File: config.mk
export PLATFORM = sky130hd
export DESIGN_NAME = hmn_norm
export DESIGN_NICKNAME = d
export VERILOG_FILES = /design/src/rtl/heightmap_normal_unit_assert.svh /design/src/rtl/hmn_pkg.sv /design/src/rtl/hmn_norm.sv
export SDC_FILE = /design/constraint.sdc
export NUM_CORES = 2
export LEC_CHECK = 0
export CAP_MARGIN = 20
export CORE_ASPECT_RATIO = 0.7
export CORE_MARGIN = 10
export CORE_UTILIZATION = 41
export CTS_CLUSTER_SIZE = 28
export DETAILED_ROUTE_END_ITERATION = 10
export DONT_BUFFER_PORTS = 1
export GPL_ROUTABILITY_DRIVEN = 0
export PLACE_DENSITY = 0.56
export SETUP_SLACK_MARGIN = 0.5
export SYNTH_ARGS = -nofsm -noshare
export SYNTH_HDL_FRONTEND = slang
export SYNTH_SLANG_ARGS = --single-unit
File: constraint.sdc
create_clock -name i_clk -period 6.1 [get_ports i_clk]
set_input_delay 0.61 -clock i_clk [delete_from_list [all_inputs] [get_ports i_clk]]
set_output_delay 0.61 -clock i_clk [all_outputs]
set_load 0.02 [all_outputs]
File: src/rtl/heightmap_normal_unit_assert.svh
// Assertion macros for the height and normal lookup block.
`ifndef HEIGHTMAP_NORMAL_UNIT_ASSERT_SVH
`define HEIGHTMAP_NORMAL_UNIT_ASSERT_SVH
`ifndef SYNTHESIS
`define HMN_ASSERT_IMPL(label, clk, rst_n, ante, cons, msg) \
    label: assert property (@(posedge clk) disable iff (!rst_n) (ante) |-> (cons)) \
        else $error(msg);
`define HMN_ASSERT_DELAY(label, clk, rst_n, ante, dly, cons, msg) \
    label: assert property (@(posedge clk) disable iff (!rst_n) (ante) |-> ## dly (cons)) \
        else $error(msg);
`else
`define HMN_ASSERT_IMPL(label, clk, rst_n, ante, cons, msg)
`define HMN_ASSERT_DELAY(label, clk, rst_n, ante, dly, cons, msg)
`endif
`endif

File: src/rtl/hmn_pkg.sv
package hmn_pkg;

    localparam int H_W       = 8;
    localparam int CO_W      = 9;
    localparam int MAG_W     = 9;
    localparam int S_W       = 19;
    localparam int Y_W       = 33;
    localparam int ROOT_W    = 17;
    localparam int COMP_W    = 16;
    localparam int DIV_STEPS = 32;
    localparam int NORM_LAT  = 2 + DIV_STEPS + ROOT_W + 1;
    localparam int NBR       = 5;

    // Neighbor slots of one lookup.
    localparam int P_C = 0;
    localparam int P_L = 1;
    localparam int P_R = 2;
    localparam int P_F = 3;
    localparam int P_B = 4;

    localparam logic [1:0] CFG_MAP_WIDTH   = 2'd0;
    localparam logic [1:0] CFG_MAP_HEIGHT  = 2'd1;
    localparam logic [1:0] CFG_MAP_PRESENT = 2'd2;

    localparam logic KIND_WRITE = 1'b0;
    localparam logic KIND_QUERY = 1'b1;

    localparam logic [MAG_W-1:0]  UP_MAG  = 9'd510;
    localparam logic [S_W-1:0]    BASE_SQ = 19'd260100;
    localparam logic [ROOT_W-1:0] Q_MAX   = 17'd32767;
    localparam logic [COMP_W-1:0] FLAT_Y  = 16'd32767;

    typedef struct packed {
        logic           valid;
        logic           kind;
        logic           present;
        logic [H_W-1:0] data;
    } t_item_ctl;

    typedef struct packed {
        logic             valid;
        logic             neg;
        logic [MAG_W-1:0] mag;
        logic [S_W-1:0]   s;
    } t_norm_req;

endpackage

File: src/rtl/hmn_norm.sv
module hmn_norm (
    input  logic                               i_clk,
    input  logic                               i_rst_n,
    input  hmn_pkg::t_norm_req                 i_req,
    output logic                               o_valid,
    output logic signed [hmn_pkg::COMP_W-1:0]  o_comp
);
    import hmn_pkg::*;

    localparam int RM_W = Y_W + 2;

    // Stage A: square of the component magnitude.
    logic             r_va;
    logic             r_nega;
    logic [S_W-1:0]   r_sa;
    logic [S_W-1:0]   r_sqa;
    logic [2*MAG_W-1:0] sq_full;

    assign sq_full = i_req.mag * i_req.mag;

    always_ff @(posedge i_clk) begin
        if (!i_rst_n) begin
            r_va <= 1'b0;
        end else begin
            r_va <= i_req.valid;
        end
        r_nega <= i_req.neg;
        r_sa   <= i_req.s;
        r_sqa  <= S_W'(sq_full);
    end

    // Restoring division: Y = floor(mag^2 * 2^32 / s), one quotient bit a stage.
    logic           r_dv   [DIV_STEPS+1];
    logic           r_dneg [DIV_STEPS+1];
    logic [S_W-1:0] r_ds   [DIV_STEPS+1];
    logic [S_W-1:0] r_drem [DIV_STEPS+1];
    logic [Y_W-1:0] r_dquo [DIV_STEPS+1];

    logic init_ge;
    assign init_ge = (r_sqa >= r_sa);

    always_ff @(posedge i_clk) begin
        if (!i_rst_n) begin
            r_dv[0] <= 1'b0;
        end else begin
            r_dv[0] <= r_va;
        end
        r_dneg[0] <= r_nega;
        r_ds[0]   <= r_sa;
        r_drem[0] <= init_ge ? (r_sqa - r_sa) : r_sqa;
        r_dquo[0] <= Y_W'(init_ge);
    end

    for (genvar i = 1; i <= DIV_STEPS; i++) begin : g_div
        logic [S_W:0] dbl;
        logic         ge;
        assign dbl = {r_drem[i-1], 1'b0};
        assign ge  = (dbl >= {1'b0, r_ds[i-1]});
        always_ff @(posedge i_clk) begin
            if (!i_rst_n) begin
                r_dv[i] <= 1'b0;
            end else begin
                r_dv[i] <= r_dv[i-1];
            end
            r_dneg[i] <= r_dneg[i-1];
            r_ds[i]   <= r_ds[i-1];
            r_drem[i] <= ge ? S_W'(dbl - {1'b0, r_ds[i-1]}) : S_W'(dbl);
            r_dquo[i] <= {r_dquo[i-1][Y_W-2:0], ge};
        end
    end

    // Square root of Y, one root bit a stage, keeping Y - root^2.
    logic              r_qv    [ROOT_W];
    logic              r_qneg  [ROOT_W];
    logic [RM_W-1:0]   r_qrem  [ROOT_W];
    logic [ROOT_W-1:0] r_qroot [ROOT_W];

    for (genvar j = 0; j < ROOT_W; j++) begin : g_sqrt
        localparam int B = ROOT_W - 1 - j;
        logic              p_v;
        logic              p_neg;
        logic [RM_W-1:0]   p_rem;
        logic [ROOT_W-1:0] p_root;
        logic [RM_W-1:0]   delta;
        logic              ge;
        if (j == 0) begin : g_first
            assign p_v    = r_dv[DIV_STEPS];
            assign p_neg  = r_dneg[DIV_STEPS];
            assign p_rem  = RM_W'(r_dquo[DIV_STEPS]);
            assign p_root = '0;
        end else begin : g_next
            assign p_v    = r_qv[j-1];
            assign p_neg  = r_qneg[j-1];
            assign p_rem  = r_qrem[j-1];
            assign p_root = r_qroot[j-1];
        end
        assign delta = (RM_W'(p_root) << (B + 1)) + (RM_W'(1) << (2 * B));
        assign ge    = (p_rem >= delta);
        always_ff @(posedge i_clk) begin
            if (!i_rst_n) begin
                r_qv[j] <= 1'b0;
            end else begin
                r_qv[j] <= p_v;
            end
            r_qneg[j]  <= p_neg;
            r_qrem[j]  <= ge ? (p_rem - delta) : p_rem;
            r_qroot[j] <= ge ? (p_root | (ROOT_W'(1) << B)) : p_root;
        end
    end

    // Largest q with (2q-1)^2 <= Y is (root+1)/2; saturate and apply the sign.
    logic [ROOT_W:0]   sum;
    logic [ROOT_W-1:0] lo;
    logic [COMP_W-1:0] pos;
    logic [COMP_W-1:0] n_comp;
    logic              r_valid;
    logic [COMP_W-1:0] r_comp;

    always_comb begin
        sum = (ROOT_W+1)'(r_qroot[ROOT_W-1]) + (ROOT_W+1)'(1);
        lo  = sum[ROOT_W:1];
        pos = (lo > Q_MAX) ? COMP_W'(Q_MAX) : COMP_W'(lo);
        n_comp = r_qneg[ROOT_W-1] ? (COMP_W'(0) - pos) : pos;
    end

    always_ff @(posedge i_clk) begin
        if (!i_rst_n) begin
            r_valid <= 1'b0;
        end else begin
            r_valid <= r_qv[ROOT_W-1];
        end
        r_comp <= n_comp;
    end

    assign o_valid = r_valid;
    assign o_comp  = signed'(r_comp);
endmodule

==> impl.org <==
** Run status
- Run status :: finished, final reports clean

** Final layout
- Final nets :: 11310
- Area of combinational cells with multiple inputs :: 45290 sq um
- Utilization after layout :: 46.73%
- The area growth from synthesis to layout is 13.21%.
- Fillcell total :: 23060
- In the final layout, flip-flops and latches occupy ~53000 sq um.
- Post-route insts no fill :: 13920
- The post-route netlist has 7.138% of its cells at a drive strength greater than 1.

** Clock tree
- The clock passes through at most 4 buffers.
- The tree is rooted in a sky130_fd_sc_hd__clkbuf_16.
- Number of buffers added by the clock tree synthesis step :: 268
- Clock Sink Count :: 2644
- TritonCTS clock tree :: built
- Clock-pin slew was measured on the worst setup and hold paths at about 60 ps.
- In this run the number of H-tree levels came out at 5.
- Clock latency at the later pin of the worst-skew pair :: 830 ps

** Placed design
- Before CTS, the worst setup slack after placement is 1203 ps.
- Placed instance count :: 13410
- Count of buffers from port buffering :: 0
- Detailed placement ended at an HPWL of between 150000 and 200000 microns.

** Floorplan
- From left edge to right edge, the die measures 618.3 microns.
- Io pins :: a little under 50
- Die extent in y :: 438.8 microns
- The die covers 271300 sq um.
- Starting Density :: 41.28%
- In this run the core area contains 153 standard-cell rows.
- Total core area :: 248900 sq um

** Power
- Cell internal power was estimated by the tool at 46.45 mW.
- Fraction of power consumed by combinational cells :: 37.6%
- VDD sags by at most 0.2153 mV.
- Summed over all cells, the static leakage comes to roughly 53 nW.
- Registers are responsible for 38.8% of the overall power.
- Summed over all nets, the switching power comes to around 25 mW.
- Net switching is 34.74% of the power.
- Clock group share of total power :: a little under a quarter
- Overall Power :: 71.19 mW
- Power spread over the standard cell area amounts to 612.1 nW/um^2.

** Global routing
- The global routing stage identified its most utilized layer as met2.
- Global routing used 22.22% of the available met2 tracks.
- Maximum number of pins on one net before global-route repair :: 53
- The first global-routing pass estimated 339500 microns of wire.
- In the global route stage, overall resource usage came out at 14.79%.
- Met3 layer usage reported by global route :: about 2.4%
- Global routing finished with a remaining overflow of 0.
- Met1 Resource Use GR :: 21.97%
- Initial antenna violation count :: 8
- The number of global-route vias before repair was 66490.

** Worst setup path
- Critical path class :: in2reg
- STA classifies the critical path startpoint as an input port.
- Critical Path AT :: slightly below 5000 ps
- Of all nets on the critical path, the largest fanout is 15.
- At the worst endpoint, the required time is between 6000 and 7000 ps.
- Sort of element at the end of the critical path :: flop

** Timing
- Final worst slack :: 2029 ps
- Setup repair after global routing left no endpoint under its margin.
- Slew at the pin with the worst max-slew slack :: 1103 ps
- Fmax achieved :: 0.2456 GHz
- After layout, the worst path uses 66.74% of the clock period.
- Setup violations remaining at the end of the flow were counted as 0.
- The number of max-slew violations in the final report was 0.
- Sum of negative setup slack :: 0 ps
- The worst pin sits at a relative slew slack of a little over a quarter.
- Between clock sinks in the finished design, the worst skew comes to 43.86 ps.
- The final count of hold timing violations was 0.
- Minimum clock period after layout :: between 4000 and 5000 ps

** Logic synthesis
- Gate count of the mapped netlist :: approximately 10000
- In this run, synthesis inferred 0 flip-flops with an integrated enable.
- The mapped netlist covers 102700 sq um.
- Synthesis inferred 2644 register bits.
- Synthesis warning total :: 0
- Most instantiated flip-flop cell in the synthesis netlist :: sky130_fd_sc_hd__dfxtp_1
- A synthesized cell averages 10.06 sq um.
- Post-synthesis async set-or-reset flop share :: 0%
- After synthesis, flip-flops and latches occupy 51.52% of the total area.
- Synthesis instantiated 76 different standard cells from the library.

** Detailed routing
- First DRT Iteration DRCs :: 4259
- After detailed routing, the number of vias per cell comes to 4.914.
- Number of vias after detailed routing :: 68430
- In the routed design, unresolved DRC markers number 0.
- In the final routed layout, each cell accounts on average for 14.92 microns.
- Wirelength, routed :: ~210000 microns
- The first detailed-routing pass took 8 iterations.
- Antenna viol nets, final :: 0

** Min path
- Path class of the lowest-slack min-delay path :: in2reg

** Job
- Max-cap violations in this run came to 0.
area by class of cell:
| class | count | share of cell area (%) |
|---|---|---|
| sequential | 2644 | 45.51 |
| multi-input combinational | 6351 | 38.94 |
| clock buffer | 365 | 6.649 |
| tap | 3332 | 3.585 |
| clock inverter | 104 | 1.152 |
| timing repair buffer | 66 | 0.7348 |
| antenna | 1 | 0.002152 |
| inverter | 1061 | 3.424 |
stage by stage:
step / cell area (sq um) / hold WS, ps
detailed placement: 106600 / 312.1
finish: 116300 / 138.0
CTS: 115900 / 60.36
global route: 116300 / 96.95
floorplan: 102700 / 309.6
global placement: 106600 / 309.7
cell usage in the layout, fill, tap and decap left out, types with 32 or more instances in the layout:
cell type	synthesis	final
sky130_fd_sc_hd__a21o_1	195	195
sky130_fd_sc_hd__xor2_1	317	317
sky130_fd_sc_hd__o31a_1	47	47
sky130_fd_sc_hd__nand2b_1	149	149
sky130_fd_sc_hd__mux2i_1	32	32
sky130_fd_sc_hd__clkbuf_16	0	277
sky130_fd_sc_hd__clkbuf_8	0	47
sky130_fd_sc_hd__ha_1	825	825
sky130_fd_sc_hd__nor4_1	128	128
sky130_fd_sc_hd__nand2_1	856	856
sky130_fd_sc_hd__nor3_1	134	134
sky130_fd_sc_hd__o211ai_1	50	50
sky130_fd_sc_hd__and3_1	57	57
sky130_fd_sc_hd__and2_1	97	97
sky130_fd_sc_hd__a211oi_1	57	57
sky130_fd_sc_hd__o31ai_1	94	94
sky130_fd_sc_hd__mux2_2	244	244
sky130_fd_sc_hd__nand4_1	83	83
sky130_fd_sc_hd__a21boi_0	61	61
sky130_fd_sc_hd__a21oi_1	542	542
sky130_fd_sc_hd__a31oi_1	50	49
sky130_fd_sc_hd__o21bai_1	50	49
sky130_fd_sc_hd__nor2_1	445	445
sky130_fd_sc_hd__xnor2_1	380	380
sky130_fd_sc_hd__clkinv_2	0	45
sky130_fd_sc_hd__nand3_1	130	130
sky130_fd_sc_hd__o21ai_0	717	716
sky130_fd_sc_hd__or3_1	61	61
sky130_fd_sc_hd__clkbuf_1	143	41
sky130_fd_sc_hd__inv_1	1058	1058
sky130_fd_sc_hd__fa_1	65	65
sky130_fd_sc_hd__nor2b_1	96	95
sky130_fd_sc_hd__o21a_1	135	135
sky130_fd_sc_hd__dfxtp_1	2644	2644
kinds of logic after synthesis:
kind of cell | after synthesis | share of synthesized area, %
mux | 277 | 2.997
simple gates | 2342 | 10.97
other cells | 1 | 0.003650
xor+xnor | 697 | 5.942
buf+inv | 1217 | 4.465
flops | 2644 | 51.52
compound gates | 2143 | 12.78
fa+ha+maj | 890 | 11.31
path summary, 6_finish.rpt:
kind                   from             end  slack [ps]  depth (start not counted)
max               i_req[25]       r_sqa[14]        2030                         18
min                 i_rst_n        r_qv[16]         140                          2
max reg2reg   r_qroot[1][1]      o_comp[12]        2050                         15
min reg2reg  r_dquo[0][693]  r_dquo[0][727]         300                          0
sequential cells by signal, indices dropped and copies added, names as in the netlist, 16 cells and up:
name	count
o_comp	16
r_ds	608
r_sqa	17
r_qroot	153
r_qrem	559
r_dv	33
r_qneg	17
r_dneg	33
r_sa	19
r_qv	17
r_drem	608
r_dquo	561
Yosys cell counts (all sizes together), types with 24 or more instances:
cell type  number  area [sq um]
a21boi         61         457.9
a21o          195          1464
fa             65          1301
nor2b          96         600.6
or4            24         180.2
o211ai         50         375.4
clkbuf        143         536.8
a211o          29         254.0
nand2         856          3213
and3           57         356.6
o21ai         718          3593
a211oi         57         427.9
nor3          135         680.7
nor4          129         822.0
mux2i          32         320.3
a31oi          50         312.8
nand3         130         650.6
and2           97         606.8
mux2          245          2759
a21oi         542          2713
o31ai          94         705.7
nor2          445          1670
o21a          135          1013
xnor2         380          3328
nand2b        149         932.1
o31a           47         411.6
xor2          317          2776
nand4          83         519.3
or3            61         381.6
dfxtp        2644         52930
ha            825         10320
o21bai         50         375.4
inv          1060          3979
timing repair:
action	CTS	global route
gates resized for setup	0	0
buffers inserted	0	0
hold buffers	26	0
endpoints found under the hold margin	75	0
routing by layer:
metal	wire length, microns	up-vias
met2	85680	1316
met4	4702	0
li1	-	35080
met5	0	-
met3	9675	340
met1	107600	31700
critical path, cell delays in order:
cell                       delay [ps]
sky130_fd_sc_hd__and2_1           160
sky130_fd_sc_hd__inv_1             80
sky130_fd_sc_hd__fa_1             590
sky130_fd_sc_hd__inv_1             70
sky130_fd_sc_hd__fa_1             510
sky130_fd_sc_hd__inv_1             50
sky130_fd_sc_hd__fa_1             460
sky130_fd_sc_hd__fa_1             540
sky130_fd_sc_hd__inv_1             40
sky130_fd_sc_hd__ha_1             320
sky130_fd_sc_hd__o21ai_0          120
sky130_fd_sc_hd__a21oi_1          120
sky130_fd_sc_hd__o21a_1           190
sky130_fd_sc_hd__o21ai_0          210
sky130_fd_sc_hd__nand2b_1         130
sky130_fd_sc_hd__a41oi_1          300
sky130_fd_sc_hd__nor2b_1          200
sky130_fd_sc_hd__xnor2_1          120
power by group through the flow:
stage | registers (mW) | logic (mW) | clock network, mW
after floorplan | 26.4 | 21.2 | 0
after global placement | 28.0 | 25.4 | 0
after detailed placement | 28.1 | 26.0 | 0
after CTS | 27.8 | 26.2 | 17.4
after global routing | 28.3 | 30.3 | 18.0
final | 27.6 | 26.8 | 16.8
(Power assumes the default switching activity.)
