## config.mk

```make
export PLATFORM = sky130hd
export DESIGN_NAME = hmn_addr
export DESIGN_NICKNAME = d
export VERILOG_FILES = /design/src/rtl/heightmap_normal_unit_assert.svh /design/src/rtl/hmn_pkg.sv /design/src/rtl/hmn_addr.sv
export SDC_FILE = /design/constraint.sdc
export NUM_CORES = 1
export LEC_CHECK = 0
export ABC_AREA = 1
export BUFFER_PORTS_ARGS = -buffer_cell sky130_fd_sc_hd__clkbuf_2
export CAP_MARGIN = 20
export CORE_MARGIN = 4
export CORE_UTILIZATION = 49
export DETAILED_ROUTE_END_ITERATION = 8
export GPL_TIMING_DRIVEN = 1
export PLACE_DENSITY_LB_ADDON = 0.15
export SYNTH_ARGS = -nofsm -noshare
export SYNTH_HDL_FRONTEND = slang
export SYNTH_SLANG_ARGS = --single-unit
```

## constraint.sdc

```tcl
create_clock -name i_clk -period 5.7 [get_ports i_clk]
set_input_delay 0 -clock i_clk [delete_from_list [all_inputs] [get_ports i_clk]]
set_output_delay 0 -clock i_clk [all_outputs]
set_load 0.02 [all_outputs]
```

## src/rtl/heightmap_normal_unit_assert.svh

```systemverilog
// Assertion macros for the height and normal lookup block.
`ifndef HEIGHTMAP_NORMAL_UNIT_ASSERT_SVH
`define HEIGHTMAP_NORMAL_UNIT_ASSERT_SVH
`ifndef SYNTHESIS
`define HMN_ASSERT_IMPL(label, clk, rst_n, ante, cons, msg) \
    label: assert property (@(posedge clk) disable iff (!rst_n) (ante) |-> (cons)) \
        else $error(msg);
`define HMN_ASSERT_DELAY(label, clk, rst_n, ante, dly, cons, msg) \
    label: assert property (@(posedge clk) disable iff (!rst_n) (ante) |-> ## dly (cons)) \
        else $error(msg);
`else
`define HMN_ASSERT_IMPL(label, clk, rst_n, ante, cons, msg)
`define HMN_ASSERT_DELAY(label, clk, rst_n, ante, dly, cons, msg)
`endif
`endif

```

## src/rtl/hmn_pkg.sv

```systemverilog
package hmn_pkg;

    localparam int H_W       = 8;
    localparam int CO_W      = 9;
    localparam int MAG_W     = 9;
    localparam int S_W       = 19;
    localparam int Y_W       = 33;
    localparam int ROOT_W    = 17;
    localparam int COMP_W    = 16;
    localparam int DIV_STEPS = 32;
    localparam int NORM_LAT  = 2 + DIV_STEPS + ROOT_W + 1;
    localparam int NBR       = 5;

    // Neighbor slots of one lookup.
    localparam int P_C = 0;
    localparam int P_L = 1;
    localparam int P_R = 2;
    localparam int P_F = 3;
    localparam int P_B = 4;

    localparam logic [1:0] CFG_MAP_WIDTH   = 2'd0;
    localparam logic [1:0] CFG_MAP_HEIGHT  = 2'd1;
    localparam logic [1:0] CFG_MAP_PRESENT = 2'd2;

    localparam logic KIND_WRITE = 1'b0;
    localparam logic KIND_QUERY = 1'b1;

    localparam logic [MAG_W-1:0]  UP_MAG  = 9'd510;
    localparam logic [S_W-1:0]    BASE_SQ = 19'd260100;
    localparam logic [ROOT_W-1:0] Q_MAX   = 17'd32767;
    localparam logic [COMP_W-1:0] FLAT_Y  = 16'd32767;

    typedef struct packed {
        logic           valid;
        logic           kind;
        logic           present;
        logic [H_W-1:0] data;
    } t_item_ctl;

    typedef struct packed {
        logic             valid;
        logic             neg;
        logic [MAG_W-1:0] mag;
        logic [S_W-1:0]   s;
    } t_norm_req;

endpackage

```

## src/rtl/hmn_addr.sv

```systemverilog
module hmn_addr #(
    parameter int MAX_DIM = 256
) (
    input  logic                                       i_clk,
    input  logic                                       i_rst_n,
    input  hmn_pkg::t_item_ctl                         i_ctl,
    input  logic [7:0]                                 i_row,
    input  logic [7:0]                                 i_col,
    input  logic [$clog2(MAX_DIM+1)-1:0]               i_width,
    input  logic [$clog2(MAX_DIM+1)-1:0]               i_height,
    output hmn_pkg::t_item_ctl                         o_ctl,
    output logic [$clog2(MAX_DIM*MAX_DIM)-1:0]         o_addr [hmn_pkg::NBR]
);
    import hmn_pkg::*;

    localparam int MD_W  = $clog2(MAX_DIM + 1);
    localparam int DEPTH = MAX_DIM * MAX_DIM;
    localparam int AW    = $clog2(DEPTH);
    localparam int CMP_W = ((MD_W > 9) ? MD_W : 9) + 1;
    localparam int X_W   = CO_W + MD_W + 1;
    localparam int SH    = X_W + AW;
    localparam int RW    = X_W + 2;
    localparam logic [RW-1:0] RECIP =
        RW'(((64'd1 << SH) + 64'(DEPTH) - 64'd1) / 64'(DEPTH));
    localparam logic [X_W-1:0] DEPTH_X = X_W'(DEPTH);
    localparam logic signed [CMP_W-1:0] ONE_S = CMP_W'(1);

    function automatic logic [CO_W-1:0] clamp_coord(
        input logic signed [CMP_W-1:0] v,
        input logic [MD_W-1:0]         dim
    );
        logic signed [CMP_W-1:0] lim;
        lim = signed'(CMP_W'(dim)) - ONE_S;
        if (v < 0) begin
            return '0;
        end else if (v > lim) begin
            return CO_W'(lim);
        end
        return CO_W'(v);
    endfunction

    logic signed [CMP_W-1:0] row_s;
    logic signed [CMP_W-1:0] col_s;
    logic [CO_W-1:0]         n_r [NBR];
    logic [CO_W-1:0]         n_c [NBR];

    always_comb begin
        row_s = signed'(CMP_W'(i_row));
        col_s = signed'(CMP_W'(i_col));
        n_r[P_L] = clamp_coord(row_s, i_height);
        n_c[P_L] = clamp_coord(col_s - ONE_S, i_width);
        n_r[P_R] = clamp_coord(row_s, i_height);
        n_c[P_R] = clamp_coord(col_s + ONE_S, i_width);
        n_r[P_F] = clamp_coord(row_s - ONE_S, i_height);
        n_c[P_F] = clamp_coord(col_s, i_width);
        n_r[P_B] = clamp_coord(row_s + ONE_S, i_height);
        n_c[P_B] = clamp_coord(col_s, i_width);
        // A write addresses the raw coordinates; it may spill into later rows.
        if (i_ctl.kind == KIND_WRITE) begin
            n_r[P_C] = CO_W'(i_row);
            n_c[P_C] = CO_W'(i_col);
        end else begin
            n_r[P_C] = clamp_coord(row_s, i_height);
            n_c[P_C] = clamp_coord(col_s, i_width);
        end
    end

    t_item_ctl       r_s1_ctl, r_s2_ctl, r_s3_ctl, r_s4_ctl;
    logic [CO_W-1:0] r_s1_r [NBR];
    logic [CO_W-1:0] r_s1_c [NBR];
    logic [X_W-1:0]  r_s2_x [NBR];
    logic [X_W-1:0]  r_s3_x0;
    logic [X_W-1:0]  r_s3_q;
    logic [AW-1:0]   r_s3_a [NBR];
    logic [AW-1:0]   r_s4_a [NBR];

    logic [X_W+RW-1:0] prod;
    logic [X_W-1:0]    n_rem;

    always_comb begin
        prod  = (X_W+RW)'(r_s2_x[P_C]) * (X_W+RW)'(RECIP);
        n_rem = r_s3_x0 - X_W'(r_s3_q * DEPTH_X);
        if (n_rem >= DEPTH_X) begin
            n_rem = n_rem - DEPTH_X;
        end
    end

    always_ff @(posedge i_clk) begin
        if (!i_rst_n) begin
            r_s1_ctl.valid <= 1'b0;
            r_s2_ctl.valid <= 1'b0;
            r_s3_ctl.valid <= 1'b0;
            r_s4_ctl.valid <= 1'b0;
        end else begin
            r_s1_ctl <= i_ctl;
            r_s2_ctl <= r_s1_ctl;
            r_s3_ctl <= r_s2_ctl;
            r_s4_ctl <= r_s3_ctl;
        end
        for (int p = 0; p < NBR; p++) begin
            r_s1_r[p] <= n_r[p];
            r_s1_c[p] <= n_c[p];
            r_s2_x[p] <= X_W'(r_s1_r[p]) * X_W'(i_width) + X_W'(r_s1_c[p]);
            r_s3_a[p] <= AW'(r_s2_x[p]);
            // The center address wraps modulo the store depth.
            r_s4_a[p] <= (p == P_C) ? AW'(n_rem) : r_s3_a[p];
        end
        r_s3_x0 <= r_s2_x[P_C];
        r_s3_q  <= X_W'(prod >> SH);
    end

    assign o_ctl  = r_s4_ctl;
    assign o_addr = r_s4_a;
endmodule

```

==> flow_metrics.py, run 1 <==
metrics = {
    "run_status": {
        "status": "finished clean",
    },
    "worst_setup_path": {
        "cp_common_cell": "inv_1",
        "end_kind": "flop",
        "critical_path_required_ns": 6.12,
        "slowest_delay_ns": 0.57,
        "cp-start-kind": "flop",
        "crit_family": "adder cells",
        "worstPathMaxFanout": 9,
        "path_buf_inv": 6,
        "path_cells": "nand2_1 > fa_1 > inv_1 > fa_1 > inv_1 > fa_1 > inv_1 > fa_1 > inv_1 > fa_1 > inv_1 > ha_1 > nand2_1 > inv_1 > a21oi_1 > nand2_1 > a21boi_0 > o21ai_0 > xnor2_1",
        "crit_slowest_cell": "fa_1",
        "worstPathArrival_ns": 5.40,
        "path_class": "reg -> reg",
    },
    "global_route": {
        "grt_pass1_wl_mm": 83.4,
        "antenna_found_initial": 0,
        "grt_max_degree": 45,
        "grtUsageTotal": 0.202,
        "overflow": 0,
        "grt_pass1_vias": 17100,
    },
    "yosys": {
        "yosys_warnings": 0,
        "syn_nets": 3123,
        "synth_top_family_by_area": "adder cells",
        "postSynthCellCount": 2605,
        "synthSimpleGateAreaFrac": 0.160,
        "synth_compound_area_frac": 0.0362,
        "async_flop_share": 0,
        "ys.flop_type": "dfxtp_1",
        "syn_avg_cell_area_um2": 8.89,
        "synth.area.top_cells": "dfxtp_1 27%, fa_1 19%, ha_1 13%",
        "synth_cell_types": 44,
        "synth_fa_ha_area_frac": 0.326,
        "synth.most_common_cell": "nand2_1",
        "yosys.area.top_type_share": 0.273,
        "synth-xor-area-share": 0.0469,
        "yosysSeqAreaShare": 0.325,
        "synthTopCellsByCount": "584 x nand2_1, 555 x inv_1, 316 x dfxtp_1",
        "synthMuxAreaShare": 0,
        "yosys.area.top_type": "dfxtp_1",
        "synth_seq_cells": 356,
        "synthesis.area_um2": 23200,
        "synth_edf_count": 40,
    },
    "sta": {
        "fin_ws_ns": 0.724,
        "period_needed_ns": 4.98,
        "skew_ns": 0.0161,
        "fmax_ghz": 0.201,
        "rsz0062_at_grt": "false",
        "slew-limit-headroom": 0.336,
        "setup_viol": 0,
        "tns_ns": 0,
        "fin_crit_sh": 0.873,
        "worst_pin_slew_ns": 0.997,
        "slew_viol_final": 0,
        "whs_ns": 0.0642,
        "hold_viol_final": 0,
    },
    "clocking": {
        "htreeDepth": 2,
        "cts-buffers-inserted": 37,
        "ctsResizeCount": 0,
        "clk_pin_slew_worst_paths_ns": 0.07,
        "cts_tree": "built",
        "insertion_delay_ns": 0.54,
        "cts-root-buf": "clkbuf_16",
        "cts_hold_buf": 37,
        "clock_path_buffers": 3,
        "post_cts_buffers": 0,
        "clock_sinks": 356,
    },
    "placed_design": {
        "io_buffers": 137,
        "pre_cts_ws_ns": 0.729,
        "placed_area_um2": 24400,
        "hpwl_mm": 39.9,
        "routabilityCongestion": 0.895,
    },
    "floorplan": {
        "fp.dieW_um": 225,
        "boundaryPins": 138,
        "core-area_um2": 46700,
        "start_util": 0.497,
        "fp.dieArea_um2": 50800,
        "fp-row-count": 79,
        "die_height_um": 225,
    },
    "hold_path": {
        "hold_path_class": "in -> reg",
    },
    "power_and_ir_drop": {
        "p_comb_frac": 0.587,
        "internal-power_mw": 8.66,
        "total_leakage_power_nw": 14.5,
        "ir_drop_v": 0.000440,
        "share_seq_of_total_power": 0.254,
        "clock_power_share": 0.159,
        "pwr_density_cell_nw_per_um2": 596,
        "switching_share": 0.441,
        "p_sw_mw": 6.85,
    },
    "detailed_routing": {
        "drt_iter0_drc": 982,
        "wl_per_cell_um": 14.8,
        "via_per_inst": 4.98,
        "wl_mm": 50.0,
        "drc": 0,
        "first_pass_iters": 5,
        "ant_nets": 0,
        "via_count": 16900,
    },
    "layout": {
        "finalNetCount": 3269,
        "drive_above_1_share": 0.0911,
        "fin_util": 0.558,
        "antennaDiodeCount": 0,
        "area_delta_synth_final_pct": 12.4,
        "final_area_um2": 26000,
    },
    "run": {
        "drv_cap": 0,
    },
}
power by group through the flow:
stage          Clock [mW]  Combinational (mW)  Sequential, mW
4_1_cts              2.55                9.24            3.96
3_5_place_dp            0                9.12            4.01
3_3_place_gp            0                9.06            3.99
2_1_floorplan           0                6.71            4.22
5_1_grt              2.65                10.5            4.04
6_report             2.46                9.10            3.94
worst min-delay path, delay by kind of cell:
kind          cells  cell delay (ns)
simple gates      5             0.44
buf+inv           1             0.10
path summary, 6_finish.rpt:
kind | slack [ns] | depth (start not counted) | endpoint | startpoint
worst max-delay path | 0.72 | 19 | r_s2_x[0][53] | r_s1_r[0][25]
worst min-delay path | 0.06 | 6 | r_s1_r[0][8] | i_height[1]
worst max register to register | 0.72 | 19 | r_s2_x[0][53] | r_s1_r[0][25]
worst min register to register | 0.32 | 0 | o_addr[61] | r_s3_a[0][29]
cell usage in the layout (no fill, tap or decap), drive strengths merged:
cell / instances
buf: 14
o2111ai: 5
nand4: 24
xnor2: 30
clkinvlp: 3
o21a: 4
o211ai: 4
dlygate4sd3: 37
nand3: 124
inv: 567
nand2: 600
ha: 249
o21bai: 6
edfxtp: 40
and3: 1
bufinv: 4
nor3: 18
a31oi: 3
a21boi: 8
fa: 222
o21ai: 27
dfxtp: 316
o31ai: 1
and2: 16
xor2: 94
a21oi: 77
clkbuf: 184
o221ai: 1
clkinv: 8
a21o: 10
nor2: 78
nor4: 3
cells by family after synthesis:
| kind of cell | after synthesis |
|---|---|
| simple gates | 864 |
| compound gates | 146 |
| buf+inv | 644 |
| xor+xnor | 124 |
| fa+ha+maj | 471 |
| flops | 356 |
layer usage:
metal / wire length [µm] / track usage / vias to the layer above
li1: - / - / 8191
met1: 22200 / 0.275 / 8124
met2: 23300 / 0.334 / 453
met3: 2970 / 0.0343 / 87
met4: 1500 / 0.0615 / 0
met5: 0 / 0 / -
area by class of cell:
| class | count | area (µm²) |
|---|---|---|
| fill | 4265 | 20600 |
| multi-input combinational | 1605 | 13200 |
| sequential | 356 | 7530 |
| inverter | 563 | 2120 |
| timing repair buffer | 188 | 1170 |
| clock buffer | 47 | 1040 |
| tap | 607 | 759 |
| clock inverter | 19 | 229 |
registers in the layout, indices dropped and copies added, names as in the netlist:
register  flops
r_s1_r       36
r_s3_a       64
o_ctl        11
r_s3_ctl     11
r_s2_x       80
r_s1_ctl     11
r_s3_x0      16
r_s2_ctl     11
o_addr       80
r_s1_c       36
per-stage QoR:
step / cells / power, mW
floorplan: 2605 / 10.9
global placement: 3282 / 13.1
detailed placement: 3282 / 13.1
CTS: 3385 / 15.7
global route: 3385 / 17.2
finish: 3385 / 15.5
No activity file was read; power rests on OpenSTA's default activity.
==> run 2, diff against run 1 <==
- PLACE_DENSITY: default -> 0.74
- PLACE_DENSITY_LB_ADDON: 0.15 -> default
- clock period: 5.7 -> 6.2 ns (I/O delays scaled with it)
==> run 2 against run 1 <==
Effect of this change: clock power down 13%; combinational power down 7.0%; hold slack worse by 0.019 ns; final area down 0.73%; sequential power down 7.9%; critical path type unchanged; largest cell class unchanged.
==> flow_metrics.py, run 2 (synthesized netlist as in run 1, its figures left out) <==
metrics = {
    "placed_design": {
        "pre_cts_ws_ns": 1.21,
        "placedCellCount": 3277,
        "routabilityCongestion": 0.932,
        "io_buffers": 137,
        "hpwl_mm": 39.6,
        "placed_area_um2": 24300,
    },
    "sta": {
        "rsz0062_at_grt": "false",
        "tns_ns": 0,
        "fin_ws_ns": 1.34,
        "period_needed_ns": 4.86,
        "fmax_ghz": 0.206,
        "fin_crit_sh": 0.784,
        "skew_ns": 0.0183,
        "setup_viol": 0,
        "hold_viol_final": 0,
        "slew-limit-headroom": 0.346,
        "worst_pin_slew_ns": 0.980,
        "slew_viol_final": 0,
    },
    "clocking": {
        "clock_path_buffers": 3,
        "ctsResizeCount": 0,
        "htreeDepth": 2,
        "cts-buffers-inserted": 36,
        "insertion_delay_ns": 0.53,
        "clk_pin_slew_worst_paths_ns": 0.06,
        "clock_sinks": 356,
        "post_cts_buffers": 0,
        "cts_tree": "built",
        "cts-root-buf": "clkbuf_16",
    },
    "detailed_routing": {
        "via_count": 16800,
        "drc": 0,
        "wl_per_cell_um": 14.8,
        "wl_mm": 49.9,
        "ant_nets": 0,
        "drt_iter0_drc": 1085,
        "first_pass_iters": 5,
        "via_per_inst": 4.99,
    },
    "layout": {
        "drive_above_1_share": 0.0904,
        "mostFrequentLayoutCells": "584 x nand2_1, 555 x inv_1, 316 x dfxtp_1",
        "finalNetCount": 3255,
        "final_area_um2": 25800,
        "area_delta_synth_final_pct": 11.6,
        "fin_util": 0.554,
        "final_common_cell": "nand2_1",
        "instances_no_fill": 3372,
        "fill_cells": 4149,
    },
    "global_route": {
        "grt_pass1_vias": 17300,
        "overflow": 0,
        "grt_max_degree": 45,
        "grtUsageTotal": 0.201,
        "grt_pass1_wl_mm": 83.5,
        "antenna_found_initial": 1,
    },
    "floorplan": {
        "fp.dieArea_um2": 50800,
        "fp.dieW_um": 225,
        "fp-row-count": 79,
        "die_height_um": 225,
        "boundaryPins": 138,
        "core-area_um2": 46700,
        "start_util": 0.497,
    },
    "power_and_ir_drop": {
        "switching_share": 0.448,
        "total_leakage_power_nw": 14.4,
        "internal-power_mw": 7.86,
        "clock_power_share": 0.151,
        "pwr_density_cell_nw_per_um2": 551,
        "ir_drop_v": 0.000295,
        "p_sw_mw": 6.37,
        "share_seq_of_total_power": 0.255,
        "p_comb_frac": 0.594,
    },
    "hold_path": {
        "hold_path_class": "in -> reg",
    },
    "worst_setup_path": {
        "crit_slowest_cell": "fa_1",
        "path_cells": "nand2_1 > fa_1 > inv_1 > fa_1 > inv_1 > fa_1 > inv_1 > fa_1 > inv_1 > fa_1 > inv_1 > ha_1 > nand2_1 > inv_1 > a21oi_1 > nand2_1 > a21boi_0 > o21ai_0 > xnor2_1",
        "cp_common_cell": "inv_1",
        "setup.worst_path.start": "r_s1_r[0][25]",
        "worstPathArrival_ns": 5.26,
        "cp-endpoint": "r_s2_x[0][53]",
        "end_kind": "flop",
        "path_class": "reg -> reg",
        "worstPathMaxFanout": 9,
        "slowest_delay_ns": 0.56,
        "reg2reg_to": "r_s2_x[0][53]",
        "crit_family": "adder cells",
        "cp.depth": 19,
        "critical_path_required_ns": 6.60,
        "r2r_slack_ns": 1.34,
        "cp-start-kind": "flop",
        "path_buf_inv": 6,
        "reg2reg_from": "r_s1_r[0][25]",
        "r2r_cells": 19,
    },
    "run": {
        "drv_cap": 0,
    },
    "run_status": {
        "status": "finished clean",
    },
}
[run 2: routing by layer]
layer	GRT usage	up-vias	part of all wire
li1	-	8162	-
met1	0.256	8029	0.42
met2	0.344	517	0.48
met3	0.0268	108	0.058
met4	0.0846	2	0.044
met5	0	-	0.00020
[run 2: power by group through the flow]
stage	Clock [mW]	Sequential, mW	Combinational [mW]
5_1_grt	2.30	3.72	9.75
4_1_cts	2.21	3.65	8.56
3_5_place_dp	0	3.69	8.44
6_report	2.14	3.63	8.46
2_1_floorplan	0	3.88	6.17
3_3_place_gp	0	3.68	8.29
[run 2: worst min-delay path by stage]
stage | startpoint | to | slack, ns | cells after the start
finish | i_ctl[9] | r_s1_c[0][3] | 0.05 | 3
global route | i_ctl[9] | r_s1_ctl[9] | 0.04 | 1
CTS | i_ctl[9] | r_s1_c[0][5] | 0.02 | 3
detailed placement | i_ctl[7] | r_s1_ctl[7] | 0.18 | 1
global placement | i_ctl[2] | r_s1_ctl[2] | 0.18 | 1
floorplan | i_rst_n | o_ctl[10] | 0.09 | 2
[run 2: area by class of cell]
cell class	count	area [µm²]	share of cell area
multi-input combinational	1605	13200	0.510
clock inverter	22	214	0.00828
inverter	563	2120	0.0819
timing repair buffer	175	1040	0.0404
antenna	1	2.50	0.0000968
clock buffer	43	990	0.0383
sequential	356	7530	0.291
tap	607	759	0.0294
[run 2: stage by stage]
step                      total power, mW  hold slack, ns
final                                14.2          0.0454
after global routing                 15.8          0.0417
after CTS                            14.4          0.0191
after detailed placement             12.1           0.181
after global placement               12.0           0.180
after floorplan                      10.0          0.0935
[run 2: worst reg2reg max path, cell delays in order (launching register included)]
cell and delay [ns]:
dfxtp_1 0.50, nand2_1 0.13, fa_1 0.56, inv_1 0.06
fa_1 0.50, inv_1 0.05, fa_1 0.53, inv_1 0.05
fa_1 0.48, inv_1 0.07, fa_1 0.48, inv_1 0.04
ha_1 0.32, nand2_1 0.10, inv_1 0.04, a21oi_1 0.18
nand2_1 0.11, a21boi_0 0.27, o21ai_0 0.15, xnor2_1 0.14
[run 2: what timing repair did]
action,CTS,global route
endpoints found under the hold margin,47,0
hold buffers,29,0
setup endpoints to repair,0,0
==> run 3, diff against run 2 <==
- clock period: 6.2 -> 4.7 ns (I/O delays scaled with it)
==> run 3 against run 2 <==
Effect of this change: wire length rose by 4.4%; register-to-register slack lost 1.2 ns; largest cell class unchanged; final area grew 2.4%; largest power group unchanged.
==> flow_metrics.py, run 3 (synthesized netlist as in run 1, its figures left out) <==
metrics = {
    "detailed_routing": {
        "wl_mm": 52.1,
        "via_count": 17200,
        "ant_nets": 0,
        "wl_per_cell_um": 15.2,
        "first_pass_iters": 5,
        "via_per_inst": 5.00,
        "drc": 0,
        "drt_iter0_drc": 889,
    },
    "worst_setup_path": {
        "cp-start-kind": "flop",
        "path_class": "reg -> reg",
        "r2r_cells": 17,
        "reg2reg_to": "r_s2_x[0][29]",
        "reg2reg_from": "r_s1_r[0][25]",
        "end_kind": "flop",
        "critical_path_required_ns": 5.11,
        "r2r_slack_ns": 0.15,
        "worstPathArrival_ns": 4.95,
        "worstPathMaxFanout": 8,
    },
    "floorplan": {
        "core-area_um2": 46700,
        "fp.dieW_um": 225,
        "fp.dieArea_um2": 50800,
        "die_height_um": 225,
        "start_util": 0.497,
        "boundaryPins": 138,
        "fp-row-count": 79,
    },
    "sta": {
        "slew_viol_final": 0,
        "hold_viol_final": 0,
        "fmax_ghz": 0.220,
        "tns_ns": 0,
        "slew-limit-headroom": 0.325,
        "fin_crit_sh": 0.968,
        "skew_ns": 0.0203,
        "setup_viol": 0,
        "period_needed_ns": 4.55,
        "worst_pin_slew_ns": 1.01,
    },
    "placed_design": {
        "routabilityCongestion": 0.950,
        "hpwl_mm": 42.2,
        "io_buffers": 137,
    },
    "hold_path": {
        "hold_path_class": "in -> reg",
        "holdPathStages": 1,
        "hold_start": "i_ctl[9]",
        "min_to": "r_s1_ctl[9]",
    },
    "clocking": {
        "insertion_delay_ns": 0.54,
        "htreeDepth": 2,
        "cts-buffers-inserted": 35,
        "clk_pin_slew_worst_paths_ns": 0.07,
        "clock_path_buffers": 3,
        "clock_sinks": 356,
        "cts_tree": "built",
        "cts-root-buf": "clkbuf_16",
    },
    "global_route": {
        "grtUsageTotal": 0.209,
        "overflow": 0,
        "antenna_found_initial": 1,
        "grt_pass1_wl_mm": 86.6,
        "grt_max_degree": 45,
        "grt_pass1_vias": 18000,
    },
    "power_and_ir_drop": {
        "clock_power_share": 0.151,
        "p_comb_frac": 0.607,
        "total_leakage_power_nw": 14.8,
        "internal-power_mw": 11.0,
        "pwr_density_cell_nw_per_um2": 741,
        "switching_share": 0.441,
        "p_sw_mw": 8.65,
        "ir_drop_v": 0.000539,
        "share_seq_of_total_power": 0.242,
    },
    "layout": {
        "final_common_cell": "nand2_1",
        "area_delta_synth_final_pct": 14.2,
        "drive_above_1_share": 0.118,
        "mostFrequentLayoutCells": "584 x nand2_1, 555 x inv_1, 306 x dfxtp_1",
        "fin_util": 0.567,
        "finalNetCount": 3316,
    },
    "run_status": {
        "status": "finished clean",
    },
    "run": {
        "drv_cap": 0,
    },
}
[run 3: routing by layer]
layer	global-route usage	wire length [µm]	vias up
met1	0.268	22100	8262
met4	0.0863	2210	2
met5	0	13	-
met2	0.357	25000	478
met3	0.0274	2780	128
li1	-	-	8282
[run 3: final cells by class]
| cell class | count | area (µm²) |
|---|---|---|
| tap | 607 | 759 |
| multi-input combinational | 1605 | 13200 |
| clock buffer | 42 | 995 |
| sequential | 356 | 7540 |
| antenna | 2 | 5.00 |
| inverter | 563 | 2120 |
| fill | 4105 | 20200 |
| timing repair buffer | 237 | 1570 |
| clock inverter | 20 | 250 |
[run 3: critical path, stage by stage (launching register included)]
cell	delay, ns
dfxtp_1	0.34
buf_4	0.16
nand2_1	0.08
fa_1	0.50
inv_1	0.05
fa_1	0.48
fa_1	0.50
fa_1	0.50
inv_1	0.07
fa_1	0.49
inv_1	0.04
ha_1	0.33
nand2_1	0.11
inv_1	0.04
a21boi_0	0.21
nand3_1	0.20
buf_4	0.19
xor2_1	0.13
[run 3: how the worst max path moves through the flow]
stage / start / to / slack, ns / cells past startpoint
6_report: r_s1_r[0][25] / r_s2_x[0][29] / 0.15 / 17
5_1_grt: r_s1_r[0][43] / r_s2_x[0][91] / -0.02 / 18
4_1_cts: r_s1_r[0][6] / r_s2_x[0][13] / 0.09 / 17
3_5_place_dp: r_s1_r[0][43] / r_s2_x[0][86] / 0.0004 / 17
3_3_place_gp: r_s1_r[0][43] / r_s2_x[0][86] / 0.16 / 17
2_1_floorplan: i_width[0] / r_s2_x[0][53] / 0.04 / 21
[run 3: what timing repair did]
action | CTS | global route
hold endpoints to repair | 44 | 0
endpoints found under the setup margin | 1 | 21
pin swaps | 0 | 1
buffers inserted | 0 | 2
resized for setup | 1 | 22
cloned | 0 | 0
hold buffers | 28 | 0
[run 3: power by group through the flow]
stage          registers [mW]  logic [mW]  clock network [mW]
2_1_floorplan            5.11        8.13                   0
3_3_place_gp             4.79        11.4                   0
3_5_place_dp             4.83        11.6                   0
4_1_cts                  4.77        11.8                3.04
5_1_grt                  4.86        13.6                3.15
6_report                 4.75        11.9                2.96
[run 3: through the flow]
stage	power [mW]	hold WS [ns]	setup slack, ns	instances	area (µm²)
6_report	19.6	0.0307	0.153	3432	26500
5_1_grt	21.7	0.0303	-0.0158	3430	26500
4_1_cts	19.6	0.00739	0.0931	3428	26400
3_5_place_dp	16.5	0.181	0.000431	3338	24900
3_3_place_gp	16.2	0.184	0.155	3338	24900
2_1_floorplan	13.2	0.0935	0.0379	2605	23200
